### config.mk
export PLATFORM = sky130hd
export DESIGN_NAME = seven_segment_text_frame_writer
export DESIGN_NICKNAME = d
export VERILOG_FILES = /design/src/rtl/core/sstfw_pkg.sv /design/src/rtl/core/seven_segment_text_frame_writer.sv
export SDC_FILE = /design/constraint.sdc
export NUM_CORES = 1
export LEC_CHECK = 0
export BUFFER_PORTS_ARGS = -buffer_cell sky130_fd_sc_hd__buf_2
export CORE_MARGIN = 10
export CORE_UTILIZATION = 50
export CTS_CLUSTER_DIAMETER = 60
export DETAILED_ROUTE_END_ITERATION = 8
export PLACE_DENSITY = 0.69
export SYNTH_ARGS = -nofsm -noshare
export SYNTH_HDL_FRONTEND = slang
export SYNTH_SLANG_ARGS = --single-unit
### constraint.sdc
create_clock -name clk -period 5.2 [get_ports clk]
set_input_delay 0 -clock clk [delete_from_list [all_inputs] [get_ports clk]]
set_output_delay 0 -clock clk [all_outputs]
set_load 0.005 [all_outputs]
### src/rtl/core/sstfw_pkg.sv
// ----------------------------------------------------------------------------
// sstfw_pkg
// Types, constants and the glyph table for the seven-segment text frame writer.
// ----------------------------------------------------------------------------
package sstfw_pkg;

  localparam int DIGITS_DEFAULT = 6;

  localparam int CMD_W  = 2;
  localparam int CFG_IW = 3;
  localparam int CFG_DW = 32;

  // command codes (tuser of the input stream)
  localparam logic [CMD_W-1:0] CMD_PUT     = 2'd0;
  localparam logic [CMD_W-1:0] CMD_CLEAR   = 2'd1;
  localparam logic [CMD_W-1:0] CMD_REFRESH = 2'd2;

  // configuration register indexes
  localparam logic [CFG_IW-1:0] REG_DISPLAY_CONTROL = 3'd0;
  localparam logic [CFG_IW-1:0] REG_POSITION_REMAP  = 3'd1;
  localparam logic [CFG_IW-1:0] REG_DOT_MASK        = 3'd2;
  localparam logic [CFG_IW-1:0] REG_DATA_COMMAND    = 3'd3;
  localparam logic [CFG_IW-1:0] REG_ADDRESS_COMMAND = 3'd4;
  localparam logic [CFG_IW-1:0] REG_CONTROL_COMMAND = 3'd5;

  // reset values
  localparam logic [3:0]  RST_DISPLAY_CONTROL = 4'hf;
  localparam logic [31:0] RST_POSITION_REMAP  = 32'h7834_5012;
  localparam logic [7:0]  RST_DOT_MASK        = 8'h80;
  localparam logic [7:0]  RST_DATA_COMMAND    = 8'h40;
  localparam logic [7:0]  RST_ADDRESS_COMMAND = 8'hc0;
  localparam logic [7:0]  RST_CONTROL_COMMAND = 8'h80;

  localparam logic [7:0] CHAR_PERIOD = 8'h2e;

  localparam logic [7:0] GLYPH [17] = '{
    8'h3f, 8'h06, 8'h5b, 8'h4f, 8'h66, 8'h6d, 8'h7d, 8'h07, 8'h7f, 8'h6f,
    8'h77, 8'h7c, 8'h39, 8'h5e, 8'h79, 8'h71, 8'hff
  };

  // '0'..'9' -> 0..9, letters case-blind from 'a', above 'f' all-on, folded codes below 87 clamp to 0
  function automatic logic [7:0] glyph_of(input logic [7:0] code);
    logic [7:0] folded;
    logic [4:0] idx;
    if (code >= 8'h30 && code <= 8'h39) begin
      idx = 5'(code - 8'h30);
    end else begin
      folded = (code >= 8'h41 && code <= 8'h5a) ? code + 8'h20 : code;
      if (folded >= 8'd103) begin
        idx = 5'd16;
      end else if (folded < 8'd87) begin
        idx = 5'd0;
      end else begin
        idx = 5'(folded - 8'd87);
      end
    end
    return GLYPH[idx];
  endfunction

endpackage

### src/rtl/core/seven_segment_text_frame_writer.sv
// ----------------------------------------------------------------------------
// seven_segment_text_frame_writer
// Text to seven-segment frame bytes, digit buffer held in a small RAM.
// ----------------------------------------------------------------------------
// Input stream: one transaction per command. tuser is the command (put
// character, clear, refresh); tlast marks the last character of a string.
// A put character passes through the put state, a period that sets a dot
// also through the dot state (read-modify-write of the previous digit through
// the registered RAM read port). Clear, refresh and a last character then
// send a frame of DIGITS+3 bytes on the output stream, one byte per cycle
// while the receiver takes them; the single RAM read port, read one byte
// ahead of the output register, sets the byte rate.
// Output stream: tdata is the bus byte, tuser the start/stop marks, tlast the
// final byte of the frame. A stalled receiver holds the output register and
// the frame sequencer; no new input is taken until the last byte is loaded.
// Reset (synchronous) zeroes the cursor, marks every digit as blank through
// per-digit valid bits and loads the configuration reset values.
// Configuration writes should be made only while idle; the block does not enforce it.
// ----------------------------------------------------------------------------
module seven_segment_text_frame_writer #(
  parameter int DIGITS = sstfw_pkg::DIGITS_DEFAULT
) (
  input  logic                          clk,
  input  logic                          rst,
  input  logic                          s_axis_tvalid,
  output logic                          s_axis_tready,
  input  logic [15:0]                   s_axis_tdata,  // char_code, first_char, start_pos
  input  logic [sstfw_pkg::CMD_W-1:0]   s_axis_tuser,  // command
  input  logic                          s_axis_tlast,
  output logic                          m_axis_tvalid,
  input  logic                          m_axis_tready,
  output logic [7:0]                    m_axis_tdata,  // bus_byte
  output logic [1:0]                    m_axis_tuser,  // start_before, stop_after
  output logic                          m_axis_tlast,
  input  logic                          cfg_we,
  input  logic [sstfw_pkg::CFG_IW-1:0]  cfg_index,
  input  logic [sstfw_pkg::CFG_DW-1:0]  cfg_data
);

  localparam int AW = (DIGITS > 1) ? $clog2(DIGITS) : 1;
  localparam int KW = $clog2(DIGITS + 3);
  localparam logic [3:0]    DIG4     = 4'(DIGITS);
  localparam logic [KW-1:0] K_DLAST  = KW'(DIGITS + 1);
  localparam logic [KW-1:0] K_CTRL   = KW'(DIGITS + 2);
  localparam logic [KW-1:0] K_RDLAST = KW'(DIGITS);

  typedef enum logic [1:0] {ST_IDLE, ST_PUT, ST_DOT, ST_FRAME} state_t;

  state_t state;

  logic [3:0]  display_control;
  logic [31:0] position_remap;
  logic [7:0]  dot_mask;
  logic [7:0]  data_command;
  logic [7:0]  address_command;
  logic [7:0]  control_command;

  logic [3:0]        cursor;
  logic [7:0]        itm_char;
  logic              itm_last;
  logic [AW-1:0]     dot_slot;
  logic [KW-1:0]     k;
  logic [DIGITS-1:0] valid;

  logic [7:0]    mem [DIGITS];
  logic [7:0]    rd_data;
  logic          rd_valid;
  logic          mem_we;
  logic          mem_re;
  logic [AW-1:0] wr_addr;
  logic [AW-1:0] rd_addr;
  logic [7:0]    wr_data;
  logic [7:0]    rd_eff;

  logic          s_acc;
  logic          out_free;
  logic [3:0]    slot_cur;
  logic [3:0]    slot_prev;
  logic [2:0]    pos_prev;
  logic [KW-1:0] frame_rd_idx;
  logic          frame_rd;
  logic [7:0]    frame_byte;
  logic [1:0]    frame_marks;

  assign s_axis_tready = (state == ST_IDLE);
  assign s_acc         = s_axis_tvalid && s_axis_tready;
  assign out_free      = !m_axis_tvalid || m_axis_tready;

  assign pos_prev  = cursor[2:0] - 3'd1;
  assign slot_cur  = position_remap[{cursor[2:0], 2'b00} +: 4];
  assign slot_prev = position_remap[{pos_prev, 2'b00} +: 4];
  assign rd_eff    = rd_valid ? rd_data : 8'h00;

  assign frame_rd_idx = k - KW'(1);
  assign frame_rd     = (state == ST_FRAME) && out_free && (k != '0) && (k <= K_RDLAST);

  always_comb begin
    mem_we  = 1'b0;
    wr_addr = slot_cur[AW-1:0];
    wr_data = sstfw_pkg::glyph_of(itm_char);
    mem_re  = 1'b0;
    rd_addr = slot_prev[AW-1:0];
    case (state)
      ST_PUT: begin
        if (cursor < DIG4) begin
          if (itm_char == sstfw_pkg::CHAR_PERIOD) begin
            mem_re = (cursor != 4'd0) && (slot_prev < DIG4);
          end else begin
            mem_we = (slot_cur < DIG4);
          end
        end
      end
      ST_DOT: begin
        mem_we  = 1'b1;
        wr_addr = dot_slot;
        wr_data = rd_eff | dot_mask;
      end
      ST_FRAME: begin
        mem_re  = frame_rd;
        rd_addr = frame_rd_idx[AW-1:0];
      end
      default: ;
    endcase
  end

  always_comb begin
    frame_byte  = rd_eff;
    frame_marks = 2'b00;
    if (k == '0) begin
      frame_byte  = data_command;
      frame_marks = 2'b11;
    end else if (k == KW'(1)) begin
      frame_byte  = address_command;
      frame_marks = 2'b01;
    end else if (k == K_CTRL) begin
      frame_byte  = control_command + {4'h0, display_control};
      frame_marks = 2'b11;
    end else if (k == K_DLAST) begin
      frame_marks = 2'b10;
    end
  end

  always_ff @(posedge clk) begin
    if (mem_we) begin
      mem[wr_addr] <= wr_data;
    end
    if (mem_re) begin
      rd_data  <= mem[rd_addr];
      rd_valid <= valid[rd_addr];
    end
  end

  always_ff @(posedge clk) begin
    if (rst) begin
      state           <= ST_IDLE;
      cursor          <= 4'd0;
      valid           <= '0;
      k               <= '0;
      m_axis_tvalid   <= 1'b0;
      display_control <= sstfw_pkg::RST_DISPLAY_CONTROL;
      position_remap  <= sstfw_pkg::RST_POSITION_REMAP;
      dot_mask        <= sstfw_pkg::RST_DOT_MASK;
      data_command    <= sstfw_pkg::RST_DATA_COMMAND;
      address_command <= sstfw_pkg::RST_ADDRESS_COMMAND;
      control_command <= sstfw_pkg::RST_CONTROL_COMMAND;
    end else begin
      if (cfg_we) begin
        case (cfg_index)
          sstfw_pkg::REG_DISPLAY_CONTROL: display_control <= cfg_data[3:0];
          sstfw_pkg::REG_POSITION_REMAP:  position_remap  <= cfg_data;
          sstfw_pkg::REG_DOT_MASK:        dot_mask        <= cfg_data[7:0];
          sstfw_pkg::REG_DATA_COMMAND:    data_command    <= cfg_data[7:0];
          sstfw_pkg::REG_ADDRESS_COMMAND: address_command <= cfg_data[7:0];
          sstfw_pkg::REG_CONTROL_COMMAND: control_command <= cfg_data[7:0];
          default: ;
        endcase
      end

      if (m_axis_tready && (state != ST_FRAME)) begin
        m_axis_tvalid <= 1'b0;
      end

      if (mem_we) begin
        valid[wr_addr] <= 1'b1;
      end

      case (state)
        ST_IDLE: begin
          if (s_acc) begin
            itm_char <= s_axis_tdata[7:0];
            itm_last <= s_axis_tlast;
            k        <= '0;
            case (s_axis_tuser)
              sstfw_pkg::CMD_PUT: begin
                if (s_axis_tdata[8]) begin
                  cursor <= s_axis_tdata[12:9];
                end
                state <= ST_PUT;
              end
              sstfw_pkg::CMD_CLEAR: begin
                valid <= '0;
                state <= ST_FRAME;
              end
              sstfw_pkg::CMD_REFRESH: state <= ST_FRAME;
              default: state <= ST_IDLE;
            endcase
          end
        end
        ST_PUT: begin
          if ((cursor < DIG4) && (itm_char != sstfw_pkg::CHAR_PERIOD)) begin
            cursor <= cursor + 4'd1;
          end
          if (mem_re) begin
            dot_slot <= slot_prev[AW-1:0];
            state    <= ST_DOT;
          end else begin
            state <= itm_last ? ST_FRAME : ST_IDLE;
          end
        end
        ST_DOT: begin
          state <= itm_last ? ST_FRAME : ST_IDLE;
        end
        ST_FRAME: begin
          if (out_free) begin
            m_axis_tvalid <= 1'b1;
            m_axis_tdata  <= frame_byte;
            m_axis_tuser  <= frame_marks;
            m_axis_tlast  <= (k == K_CTRL);
            if (k == K_CTRL) begin
              state <= ST_IDLE;
            end else begin
              k <= k + KW'(1);
            end
          end
        end
        default: state <= ST_IDLE;
      endcase
    end
  end

  a_end_marks: assert property (@(posedge clk) disable iff (rst)
    m_axis_tvalid && m_axis_tlast |-> m_axis_tuser == 2'b11)
    else $error("frame end byte without start and stop marks");

  a_no_input_in_frame: assert property (@(posedge clk) disable iff (rst)
    state == ST_FRAME |-> !s_axis_tready)
    else $error("input taken while a frame is being sent");

  a_clear_blanks: assert property (@(posedge clk) disable iff (rst)
    s_acc && s_axis_tuser == sstfw_pkg::CMD_CLEAR |=> valid == '0 && state == ST_FRAME)
    else $error("clear did not blank the buffer before the frame");

  a_frame_start: assert property (@(posedge clk) disable iff (rst)
    state == ST_FRAME && out_free && k == '0 |=> m_axis_tvalid && m_axis_tuser == 2'b11)
    else $error("frame did not open with the data command");

endmodule

Word level (Yosys, flattened, before mapping)

Memories as Yosys holds them, arrays and structs flattened. A register that Yosys moved wholly into a read port is not among the register bits.
Index checks and enable logic that the tools add are counted.

Add/subtract/negate cells: 8
Shift-type cells: 2
Bitwise operators: 4
Magnitude comparators: 14
Eq/ne operators: 23
Reductions and logical operators: 34
Mux-type cells: 51

Operator list:

| operator            | count |
|---|---|
| $mux 8              | 8 |
| $shiftx 32x6->4     | 2 |
| $mux 4              | 7 |
| $mux 6              | 4 |
| $ge 8x7->1 const B  | 2 |
| $mux 2              | 8 |
| $pmux 4 s2          | 2 |
| $mux 5              | 3 |
| $lt 4x3->1 const B  | 3 |
| $reduce_and 2->1    | 6 |
| $reduce_and 3->1    | 4 |
| $mux 1              | 11 |
| $logic_and 1x1->1   | 10 |
| $sub 5x5->5 const B | 2 |
| $add 4x1->4 const B | 2 |
| $add 8x4->8         | 1 |
| $add 8x6->8 const B | 1 |
| $eq 8x6->1 const B  | 1 |
| $ge 8x6->1 const B  | 1 |
| $le 8x6->1 const B  | 1 |
| $le 8x7->1 const B  | 1 |
| $lt 3x4->1 const B  | 2 |
| $lt 8x7->1 const B  | 1 |
| $ne 2x1->1 const B  | 4 |
| 35 further kinds    | 49 |

Memories kept: 2
Register bits: 109
Output and inout bits: 13
Bits in writable memories: 48
Input port bits: 59
Logic and storage cells: 157
ROM bits: 256

Memories:

| name            | words | bits a word | rd ports | clocked after Yosys merged registers in | wr ports | line                                  | RTL |
|---|---|---|---|---|---|---|---|
| (no name shown) | 32    | 8           | 1        | 0                                       | 0        | sstfw_pkg.sv:57                       | `return GLYPH[idx];` |
| mem             | 6     | 8           | 1        | 1                                       | 1        | seven_segment_text_frame_writer.sv:65 | `logic [7:0] mem [DIGITS];` |

Depth between registers and ports, before layout

Gate-level depths: netlist of the first run.

Word-level depth: 12
Gate-level depth with buffers: 14

Worst setup path after synthesis of the first run

Ideal clock, no wire load.

Path kind: register -> register
From: register itm_char[0]
To: memory mem[0][0], data pin
Cell stages (with the launch flop): 14
Arrival time: 2990 ps
Period minus slack after synthesis: 3258 ps
Required time: 4932 ps
Path buffers: 1
Slack: 1942 ps
Path through: edfxtp_1 > inv_1 > ha_1 > or4b_1 > a22oi_2 > and4b_4 > nor3_2 > buf_6 > nor2_1 > ha_1 > inv_1 > o311ai_0 > a21oi_1 > a21o_1

Word-level cells in the longest chain between the ends: 12

Ends and longest elaborated chain:

| what                                        | line                                   | RTL |
|---|---|---|
| from (decl)                                 | seven_segment_text_frame_writer.sv:59  | `logic [7:0] itm_char;` |
| from (signal assigned)                      | seven_segment_text_frame_writer.sv:190 | `itm_char <= s_axis_tdata[7:0];` |
| $ge 8x7->1 or $le 8x7->1 (tied branches)    | sstfw_pkg.sv:48                        | `folded = (code >= 8'h41 && code <= 8'h5a) ? code + 8'h20 : code;` |
| $logic_and 1x1->1                           | sstfw_pkg.sv:48                        |  |
| $mux 8                                      | sstfw_pkg.sv:48                        |  |
| $lt 8x7->1 or $sub 5x5->5 (tied branches)   | sstfw_pkg.sv:51, sstfw_pkg.sv:54       |  |
| $mux 5                                      | sstfw_pkg.sv:51                        | `end else if (folded < 8'd87) begin` |
| $mux 5                                      | sstfw_pkg.sv:49                        | `if (folded >= 8'd103) begin` |
| $mux 5 *                                    | sstfw_pkg.sv:45                        | `if (code >= 8'h30 && code <= 8'h39) begin` |
| $not 5->6 (implied by the code) *           | sstfw_pkg.sv:57                        |  |
| $mem_v2 32x8 *                              | -                                      |  |
| $mux 8 (implied by the code) * (2 in a row) | sstfw_pkg.sv:57                        |  |
| $mux 8 *                                    | seven_segment_text_frame_writer.sv:103 | `case (state)` |
| named net wr_data[0]                        | seven_segment_text_frame_writer.sv:72  | `logic [7:0] wr_data;` |
| to (decl)                                   | seven_segment_text_frame_writer.sv:65  |  |

The timed path passes the listed nets; every way through them passes the cells marked *. The select of a mux whose other input is x is not followed.

Worst setup path in the final report of the first run

From: register itm_char[0]
To: memory mem[1][4], data pin

The elaborated chain is that of the path after synthesis.

==> impl_results.md, run 1 <==
* Most common cell after layout, fill and taps aside: nand2_1
* First-pass DRT Iterations at 5
* Commonest cells after routing, fill and taps aside: nand2_1, dfxtp_1, edfxtp_1
* Number of rows in the core area at 47
* Critical path's largest stage delay at 610 ps
* Critical path data arrival time at 4210 ps
* Class of the worst hold path: in2reg
* Setup CP Type: reg2reg
* Cell-internal power at ~2.9 mW
* Number of buffers and inverters on the critical path at 2
* Die Height at 149.1 µm
* Slew of the pin with the lowest slew margin at 1112 ps
* Synth Area in Adders at 0.04595
* Summed area of non-filler cells in the final layout at about 9900 µm²
* Register containing the most flip-flops in the final layout: mem
* Maximum buffer depth of the clock tree at 2
* ANT cells at 0
* Clock-pin slew reported for the worst setup and hold paths after clock tree synthesis at 70 ps
* Drt total wl at 19.98 mm
* Ports at 72
* Post-Synthesis Net Count at 919
* Setup repair after global routing missed its margin: no
* Starting utilization of the core area at 0.5061
* First-pass GRT wire length at 32.32 mm
* Post-synthesis cell type count at between 70 and 80
* Kind of end point of the critical path: register
* Net switching fraction of the power at 0.3343
* Max Clk Rate at 246.2 MHz
* WHS at 44.00 ps
* Maximum number of pins on one net before global-route repair at 48
* Share of cells above drive strength 1 at 0.1543
* Total half-perimeter wirelength after legalization and detailed placement at 13.61 mm
* Sum Neg Setup Slack at 0 ps
* Buffers inserted by post-CTS timing repair at 0
* Area growth from synthesis to layout at 18.24%
* # H-tree levels at 4
* Worst Skew at slightly above 10 ps
* Slowest cell on the critical path: nor3_2
* Max IR drop VDD at between 0.3 and 0.4 mV
* Largest registers: mem (48), position_remap (32)
* Width of the die at 149.1 µm
* Clock root cell: clkbuf_16
* Number of maximum-capacitance violations at 0
* Fraction of post-synthesis cell area in the top cell type by area at 0.2883
* Final count of pins violating max slew at 0
* Remaining DRCs at 0
* Vias per std cell at 5.625
* Number of synthesized register bits at 165
* Xor/xnor cell area share of the yosys netlist at 0.01351
* Number of flip-flops under the largest register name at 48
* Resize count post-CTS at 0
* Weighted congestion reported at the end of routability-driven placement at ~0.85
* Instance count of the mapped netlist at 830
* Via count of the first global-routing pass at 6198
* Final standard cell utilization of the core at 0.5984
* Switching power of the nets at around 1.4 mW
* Share of the yosys chip area belonging to registers at 0.4925
* Number of antenna violations at the first check in global routing at 0
* Cell breakdown of the critical path: inv_1 -> ha_1 -> or4b_1 -> a22oi_2 -> a221oi_2 -> nor3_2 -> nor2_1 -> inv_1 -> ha_1 -> o21ai_0 -> nor4b_1 -> a211oi_1
* Post-DR wirelength/cell at 17.33 µm
* Max-slew headroom at 0.2588
* Initial detailed-routing violation count at 488
* Kind of cell adding the most delay to the critical path: simple AND/OR/NAND/NOR gates
* Combinational cell fraction of total power at 0.324
* Critical Path Source Type: register
* Mean post-synth cell area at about 10 µm²
* Synth area leaders: edfxtp_1, dfxtp_1, nand2_1, ha_1, a21oi_1
* Area after DPL at 8772 µm²
* Cell accounting for the most synthesized area: edfxtp_1
* Crit path required time at ~5400 ps
* Mux contribution to synthesized area at 0.08649
* Number of nets at the end of the flow at 1009
* Period minus WS final at 4062 ps
* Final ANT Viol Nets at 0
* Final worst path period share at 0.7812
* GRT Residual Overflow at 0
* Cell leakage power at 3.663 nW
* Final-report setup violation count at 0
* Main combinational cell family by area after synthesis: simple AND/OR/NAND/NOR gates
* Complex-gate fraction of the synthesized area at 0.1506
* Overall routing resource usage at 0.1838
* Critical path peak fanout at 12
* Status: complete, no violations
* Number of CTS-inserted buffers at 17
* Count of flip-flops with a built-in enable after synthesis at 80
* Fraction of power consumed by sequential logic at 0.367
* Share of synthesized flip-flops with an asynchronous set or reset at 0
* Clock share of power at 0.308
* Die Outline Area at between 20000 and 25000 µm²
* CTS tree: done
* Post-synth top flop: dfxtp_1
* Port buffer count at 68
* Via count at around 6.5k
* Later-pin clock latency in the skew report at 440 ps
* # hold bufs at CTS at 46
* Area of the mapped netlist at 8333 µm²
* YS warnings at 0
* Endpoints failing hold at 0
* # clock sinks at 165
* Area of the placeable core at 16470 µm²
* Power density normalized to cell area at 434.5 nW/µm²
* Simple-gate portion of the synthesized area at 0.1736
==> worst reg2reg max path, stage by stage, from the launching register on <==
cell and delay (ps):
edfxtp_1 560, inv_1 210, ha_1 210, or4b_1 470, a22oi_2 230, a221oi_2 140
nor3_2 610, nor2_1 220, inv_1 140, ha_1 160, o21ai_0 70, nor4b_1 180
a211oi_1 570
==> path summary, 6_finish.rpt <==
kind / from / to / slack (ps) / cells past startpoint
setup / recovery: itm_char[0] / mem[1][4] / 1140 / 12
hold / removal: s_axis_tvalid / k[3] / 40 / 4
setup reg to reg: itm_char[0] / mem[1][4] / 1140 / 12
hold reg to reg: address_command[3] / address_command[3] / 450 / 2
==> kinds of logic after synthesis <==
logic type | after synthesis
compound gates | 186
xor+xnor | 12
simple gates | 311
fa+ha+maj | 30
mux | 53
flops | 165
buf+inv | 73
==> layout make-up <==
class	count	area [µm²]
sequential	165	4104
fill	1371	6613
timing repair buffer	120	845.8
multi-input combinational	592	3918
clock buffer	17	425.4
inverter	24	90.09
tap	220	275.3
clock inverter	15	195.2
==> cells in the mapped netlist, types with 6 or more instances <==
library cell    n
nand2_1       170
nand2b_1       12
o211ai_1        6
and3_1          8
xnor2_1         7
nand3_1         8
o21ai_0        28
a221oi_1        9
o21a_1          7
edfxtp_1       80
nor2b_1        19
buf_2           6
a211oi_1       15
clkbuf_1       36
a21oi_1        65
mux4_2         14
mux2_2          8
a31oi_1         6
a211o_1         8
dfxtp_1        85
nand3b_1       17
ha_1           29
and2_1          7
inv_1          22
mux2i_1        30
nor2_1         46
==> layer usage <==
metal / global-route usage / vias up / routed length (µm)
met5: 0 / - / 0
met4: 0.05447 / 0 / 297
met3: 0.05218 / 24 / 1456
met2: 0.2963 / 196 / 9421
met1: 0.2351 / 3101 / 8801
li1: - / 3165 / -
==> through the flow <==
stage                     setup WS [ps]  instances  power, mW
after floorplan                    1942        830      2.587
after global placement             1284       1075      2.938
after detailed placement           1224       1075      2.950
after CTS                          1186       1153      4.291
after global routing              757.9       1153      4.476
final                              1138       1153      4.281
==> power by group through the flow <==
stage          Clock (mW)  Sequential, mW  Combinational (mW)
5_1_grt              1.38            1.58                1.51
3_5_place_dp            0            1.60                1.35
4_1_cts              1.33            1.57                1.38
2_1_floorplan           0            1.56                1.02
6_report             1.32            1.57                1.39
3_3_place_gp            0            1.60                1.34
Power figures use the tool's default switching activity.
==> run 2: changes to the inputs <==
- PLACE_DENSITY: 0.69 -> 0.71
- clock period: 5.2 -> 3.7 ns (I/O delays scaled with it)
==> run 2 against run 1 <==
Sequential share of layout area is 0.53 points lower. Total power is 37% higher. First-iteration DRC count is 4.3% lower. Flip-flop and latch count stayed put. Critical path depth is 1 lower. Fmax is 19% higher. Via count is 1.1% higher. Worst hold slack better by 23 ps. Critical path type unchanged.
==> impl_results.md, run 2 (same netlist as run 1, synthesis figures left out) <==
* Maximum number of pins on one net before global-route repair at 64 (was 48)
* Critical Path Source Type: register (unchanged)
* Area growth from synthesis to layout at 19.76% (was 18.24%)
* Setup CP Type: reg2reg (unchanged)
* Worst Skew at 9.438 ps (was 10.15 ps)
* Critical path peak fanout at 11 (was 12)
* Die Outline Area at 22230 µm² (unchanged)
* Max IR drop VDD at 0.4649 mV (was 0.3490 mV)
* Sum Neg Setup Slack at 0 ps (unchanged)
* Clock root cell: clkbuf_16 (unchanged)
* Class of the worst hold path: in2reg (unchanged)
* Weighted congestion reported at the end of routability-driven placement at 0.9188 (was 0.8501)
* R2R Setup Slk at 280 ps (was 1140 ps)
* Final worst path period share at 0.9239 (was 0.7812)
* Critical path's largest stage delay at 570 ps (was 610 ps)
* Final ANT Viol Nets at 0 (unchanged)
* Share of cells above drive strength 1 at 0.1611 (was 0.1543)
* Number of maximum-capacitance violations at 0 (unchanged)
* # H-tree levels at 4 (unchanged)
* Port buffer count at 68 (unchanged)
* Max Clk Rate at 292.5 MHz (was 246.2 MHz)
* Drt total wl at 20.71 mm (was 19.98 mm)
* First-pass GRT wire length at 34.14 mm (was 32.32 mm)
* Period minus WS final at 3418 ps (was 4062 ps)
* Number of CTS-inserted buffers at 17 (unchanged)
* Post-DR wirelength/cell at 17.70 µm (was 17.33 µm)
* Final count of pins violating max slew at 0 (unchanged)
* Commonest cells after routing, fill and taps aside: nand2_1, dfxtp_1, edfxtp_1 (unchanged)
* Vias per std cell at 5.603 (was 5.625)
* Remaining DRCs at 0 (unchanged)
* Number of buffers and inverters on the critical path at 2 (unchanged)
* Count of cells along the worst register-to-register path at 11 (was 12)
* Clock-pin slew reported for the worst setup and hold paths after clock tree synthesis at 60 ps (was 70 ps)
* Initial detailed-routing violation count at 467 (was 488)
* Kind of end point of the critical path: register (unchanged)
* Number of nets at the end of the flow at 1027 (was 1009)
* Max-slew headroom at 0.2343 (was 0.2588)
* Critical path data arrival time at 3570 ps (was 4210 ps)
* Kind of cell adding the most delay to the critical path: compound AO/OA/AOI/OAI gates (was simple AND/OR/NAND/NOR gates)
* Launch point of the worst reg-to-reg path: itm_char[5] (was itm_char[0])
* Number of rows in the core area at 47 (unchanged)
* End point of the critical path: mem[2][0] (was mem[1][4])
* Ports at 72 (unchanged)
* Starting utilization of the core area at 0.5061 (unchanged)
* Logic depth of the worst setup path including buffers at 11 (was 12)
* Multi-input gate area in the final layout at 3926 µm² (was 3918 µm²)
* Slowest cell on the critical path: edfxtp_1 (was nor3_2)
* Cells on Worst Hold Path at 4 (unchanged)
* Most common cell after layout, fill and taps aside: nand2_1 (unchanged)
* Area after DPL at 8847 µm² (was 8772 µm²)
* Final-report setup violation count at 0 (unchanged)
* Later-pin clock latency in the skew report at 430 ps (was 440 ps)
* CTS tree: done (unchanged)
* Sequential cell area at 4104 µm² (unchanged)
* Cell leakage power at 3.764 nW (was 3.663 nW)
* Number of fillers in the final layout at 1388 (was 1371)
* Via count at 6556 (was 6486)
* Slew of the pin with the lowest slew margin at 1144 ps (was 1112 ps)
* Summed area of non-filler cells in the final layout at 9980 µm² (was 9853 µm²)
* Via count of the first global-routing pass at 6523 (was 6198)
* GRT Residual Overflow at 0 (unchanged)
* Largest registers: mem (48), position_remap (32) (unchanged)
* RR Endpoint: mem[2][0] (was mem[1][4])
* Number of antenna violations at the first check in global routing at 0 (unchanged)
* Maximum buffer depth of the clock tree at 2 (unchanged)
* Endpoints failing hold at 0 (unchanged)
* Overall routing resource usage at 0.1917 (was 0.1838)
* # clock sinks at 165 (unchanged)
* Register containing the most flip-flops in the final layout: mem (unchanged)
* Overall power after layout at 5.886 mW (was 4.281 mW)
* Power density normalized to cell area at 589.8 nW/µm² (was 434.5 nW/µm²)
* ANT cells at 0 (unchanged)
* Status: complete, no violations (unchanged)
* Buffers inserted by post-CTS timing repair at 0 (unchanged)
* Width of the die at 149.1 µm (unchanged)
* Die Height at 149.1 µm (unchanged)
* Total half-perimeter wirelength after legalization and detailed placement at 14.05 mm (was 13.61 mm)
* Launching instance or port of the critical path: itm_char[5] (was itm_char[0])
* Cell breakdown of the critical path: inv_1 -> ha_1 -> or3_1 -> a221oi_2 -> nor3_2 -> nor2_1 -> ha_1 -> inv_1 -> o311ai_0 -> a21oi_1 -> a21o_1 (was inv_1 -> ha_1 -> or4b_1 -> a22oi_2 -> a221oi_2 -> nor3_2 -> nor2_1 -> inv_1 -> ha_1 -> o21ai_0 -> nor4b_1 -> a211oi_1)
* Setup repair after global routing missed its margin: no (unchanged)
* Area of the placeable core at 16470 µm² (unchanged)
* First-pass DRT Iterations at 6 (was 5)
* Number of flip-flops under the largest register name at 48 (unchanged)
* Crit path required time at 3860 ps (was 5350 ps)
==> run 2: cell count changes in the layout (fill, tap and decap cells not counted), sizes merged <==
cell | before | now
inv | 29 | 24
bufinv | 3 | 0
buf | 74 | 84
clkbuf | 17 | 27
dlygate4sd3 | 46 | 54
clkinvlp | 4 | 1
==> run 2: repair_timing <==
action | 4_1_cts | 5_1_grt
gates resized for setup | 0 | 2
endpoints found under the setup margin | 0 | 12
hold buffers | 54 | 0
endpoints found under the hold margin | 79 | 0
==> run 2: routing by layer <==
metal  GRT usage  vias to the layer above  wire length, µm
li1            -                     3184                -
met1      0.2530                     3184             9556
met2      0.3118                      170             9994
met3     0.03975                       18              938
met4     0.05397                        0              225
met5           0                        -                0
==> run 2: final cells by class <==
type	instances	share of cell area
sequential	165	0.4112
clock inverter	4	0.003385
tap	220	0.02758
clock buffer	27	0.05504
multi-input combinational	592	0.3934
timing repair buffer	138	0.1003
inverter	24	0.009027
==> run 2: worst min path at each step <==
stage               startpoint     endpoint  slack (ps)
6_report         s_axis_tvalid         k[2]          70
5_1_grt          s_axis_tvalid         k[2]          70
4_1_cts          s_axis_tvalid         k[3]          50
3_5_place_dp   s_axis_tdata[7]  itm_char[7]         180
3_3_place_gp   s_axis_tdata[2]  itm_char[2]         180
2_1_floorplan  s_axis_tdata[0]  itm_char[0]         100
==> run 2: metrics by stage <==
step           worst slack [ps]  cells  utilization  hold WS, ps
6_report                  281.7   1170       0.6061        67.42
5_1_grt                   13.64   1170       0.6061        71.42
4_1_cts                   239.9   1170       0.6055        49.66
3_5_place_dp              259.3   1085       0.5373        179.4
3_3_place_gp              312.5   1085       0.5373        177.0
2_1_floorplan             442.0    830            -        98.87
==> run 2: worst reg2reg max path, stage by stage (launching register included) <==
cell and delay, ps:
edfxtp_1 570, inv_1 150, ha_1 330, or3_1 390, a221oi_2 390, nor3_2 100
nor2_1 280, ha_1 220, inv_1 50, o311ai_0 350, a21oi_1 80, a21o_1 230
==> run 2: report_power, final <==
part	leakage (nW)	internal (mW)	switching, mW
sequential	1.40	2.11	0.0740
combinational	2.08	0.820	1.17
clock	0.286	1.02	0.694
==> run 3: changes to the inputs <==
- CORE_UTILIZATION: 50 -> 40
- MAX_ROUTING_LAYER: not set -> met4
- PLACE_DENSITY: 0.71 -> not set
==> run 3 against run 2 <==
Fmax is 0.49% lower. Largest power group unchanged. Largest cell class unchanged. Critical endpoint is now mem[2][6]. Global-route usage shrank 2.7 points. Via count fell by 0.15%. Wire length increased by 1.5%.
==> impl_results.md, run 3 (same netlist as run 1, synthesis figures left out) <==
* Critical path peak fanout at 6 (was 11)
* Number of nets at the end of the flow at 1032 (was 1027)
* Final worst path period share at 0.9284 (was 0.9239)
* Cell breakdown of the critical path: inv_1 -> ha_1 -> or4b_1 -> a22oi_2 -> a221oi_2 -> o31ai_4 -> inv_1 -> ha_1 -> inv_1 -> nor2_1 -> and2_1 -> a211oi_1 -> o32a_1 (was inv_1 -> ha_1 -> or3_1 -> a221oi_2 -> nor3_2 -> nor2_1 -> ha_1 -> inv_1 -> o311ai_0 -> a21oi_1 -> a21o_1)
* RR Endpoint: mem[2][6] (was mem[2][0])
* Number of rows in the core area at 52 (was 47)
* Critical Path Source Type: register (unchanged)
* Launching instance or port of the critical path: itm_char[1] (was itm_char[5])
* Max-slew headroom at 0.2835 (was 0.2343)
* Drt total wl at 21.03 mm (was 20.71 mm)
* GRT Residual Overflow at 0 (unchanged)
* Launch point of the worst reg-to-reg path: itm_char[1] (was itm_char[5])
* Area after DPL at 8940 µm² (was 8847 µm²)
* Via count at 6546 (was 6556)
* Final count of pins violating max slew at 0 (unchanged)
* Sum Neg Setup Slack at 0 ps (unchanged)
* CTS tree: done (unchanged)
* Most Frequent Cell on Critical Path: inv_1
* ANT cells at 0 (unchanged)
* Overall routing resource usage at 0.1652 (was 0.1917)
* Slew of the pin with the lowest slew margin at 1071 ps (was 1144 ps)
* Port buffer count at 68 (unchanged)
* Critical path data arrival time at 3690 ps (was 3570 ps)
* Class of the worst hold path: in2reg (unchanged)
* Die Height at 164.3 µm (was 149.1 µm)
* Register containing the most flip-flops in the final layout: mem (unchanged)
* Number of fillers in the final layout at 1857 (was 1388)
* Total half-perimeter wirelength after legalization and detailed placement at 14.76 mm (was 14.05 mm)
* # H-tree levels at 4 (unchanged)
* Weighted congestion reported at the end of routability-driven placement at 0.8521 (was 0.9188)
* Later-pin clock latency in the skew report at 430 ps (about the same)
* Most common cell after layout, fill and taps aside: nand2_1 (unchanged)
* Max IR drop VDD at 0.4472 mV (was 0.4649 mV)
* Via count of the first global-routing pass at 6468 (was 6523)
* Starting utilization of the core area at 0.4092 (was 0.5061)
* Maximum number of pins on one net before global-route repair at 69 (was 64)
* R2R Setup Slk at 260 ps (was 280 ps)
* Largest registers: mem (48), position_remap (32) (unchanged)
* Crit path setup slack, layout at 264.9 ps (was 281.7 ps)
* Post-place setup slack at 159.9 ps (was 259.3 ps)
* Overall power after layout at 6.075 mW (was 5.886 mW)
* Number of maximum-capacitance violations at 0 (unchanged)
* Sequential cell area at 4104 µm² (unchanged)
* Clock root cell: clkbuf_16 (unchanged)
* Crit path required time at 3950 ps (was 3860 ps)
* Maximum buffer depth of the clock tree at 2 (unchanged)
* Ports at 72 (unchanged)
* Number of antenna violations at the first check in global routing at 0 (unchanged)
* Number of flip-flops under the largest register name at 48 (unchanged)
* Endpoints failing hold at 0 (unchanged)
* Power density normalized to cell area at 600.2 nW/µm² (was 589.8 nW/µm²)
* Worst Skew at 11.19 ps (was 9.438 ps)
* Setup CP Type: reg2reg (unchanged)
* Share of cells above drive strength 1 at 0.1726 (was 0.1611)
* Cell leakage power at 3.817 nW (was 3.764 nW)
* Kind of end point of the critical path: register (unchanged)
* WHS at 65.98 ps (was 67.42 ps)
* Max Clk Rate at 291.1 MHz (was 292.5 MHz)
* Setup repair after global routing missed its margin: no (unchanged)
* Width of the die at 164.3 µm (was 149.1 µm)
* Initial detailed-routing violation count at 468 (was 467)
* Status: complete, no violations (unchanged)
* Multi-input gate area in the final layout at 3926 µm² (unchanged)
* Final-report setup violation count at 0 (unchanged)
* Post-DR wirelength/cell at 17.15 µm (was 17.70 µm)
* Area growth from synthesis to layout at 21.47% (was 19.76%)
* # clock sinks at 165 (unchanged)
* Period minus WS final at 3435 ps (was 3418 ps)
* End point of the critical path: mem[2][6] (was mem[2][0])
* Area of the placeable core at 20360 µm² (was 16470 µm²)
* Number of CTS-inserted buffers at 17 (unchanged)
* First-pass DRT Iterations at 5 (was 6)
* First-pass GRT wire length at 34.16 mm (was 34.14 mm)
* Clock-pin slew reported for the worst setup and hold paths after clock tree synthesis at 60 ps (about the same)
* Slowest cell on the critical path: or4b_1 (was edfxtp_1)
* Count of cells along the worst register-to-register path at 13 (was 11)
* Die Outline Area at 27010 µm² (was 22230 µm²)
* Final ANT Viol Nets at 0 (unchanged)
* Critical path's largest stage delay at 530 ps (was 570 ps)
* Summed area of non-filler cells in the final layout at 10120 µm² (was 9980 µm²)
* Commonest cells after routing, fill and taps aside: nand2_1, dfxtp_1, edfxtp_1 (unchanged)
* Remaining DRCs at 0 (unchanged)
* Vias per std cell at 5.339 (was 5.603)
==> run 3: cell count changes in the layout (fill, tap and decap cells not counted), moves of 3 or more <==
cell,before,now
buf_4,16,24
dlygate4sd3_1,54,51
clkbuf_1,3,0
inv_4,0,3
==> run 3: worst min path at each step <==
stage | startpoint | endpoint | slack, ps | depth (start not counted)
detailed placement | s_axis_tdata[7] | itm_char[7] | 180 | 1
finish | cfg_index[0] | dot_mask[5] | 70 | 4
global route | s_axis_tvalid | k[2] | 80 | 4
CTS | cfg_index[0] | dot_mask[5] | 60 | 4
global placement | s_axis_tdata[4] | itm_char[4] | 180 | 1
floorplan | s_axis_tdata[0] | itm_char[0] | 100 | 0
==> run 3: worst max-delay path: cells and delay by family, from the launching register on <==
kind | cells | cell delay, ps
AO/OA/AOI/OAI | 5 | 1250
buffers and inverters | 3 | 320
AND/OR/NAND/NOR | 3 | 800
adder cells (fa/ha/maj) | 2 | 450
flip-flops | 1 | 450
==> run 3: routing by layer <==
metal  wire (µm)  vias up  global-route usage
met5           0        -                   -
met4         279        0             0.04712
met3         917       22             0.03705
met2        9979      138              0.2573
met1        9854     3180              0.2116
li1            -     3206                   -
==> run 3: timing repair <==
item / CTS / global route
setup endpoints to repair: 0 / 24
hold buffers: 51 / 0
buffers inserted: 0 / 4
endpoints found under the hold margin: 81 / 0
resized for setup: 0 / 2
==> run 3: final cells by class <==
| cell class | instances | share of cell area |
|---|---|---|
| clock buffer | 21 | 0.04969 |
| multi-input combinational | 592 | 0.3879 |
| inverter | 24 | 0.008900 |
| timing repair buffer | 143 | 0.1019 |
| tap | 270 | 0.03337 |
| sequential | 165 | 0.4054 |
| clock inverter | 11 | 0.01286 |
==> run 3: through the flow <==
step,utilization,instances
after CTS,0.4951,1222
after detailed placement,0.4390,1139
after floorplan,-,830
after global placement,0.4390,1139
final,0.4971,1226
after global routing,0.4971,1226
==> run 3: power breakdown <==
group	internal, mW	switching [mW]
clock	1.12	0.756
sequential	2.11	0.0737
combinational	0.850	1.16
total	4.08	1.99
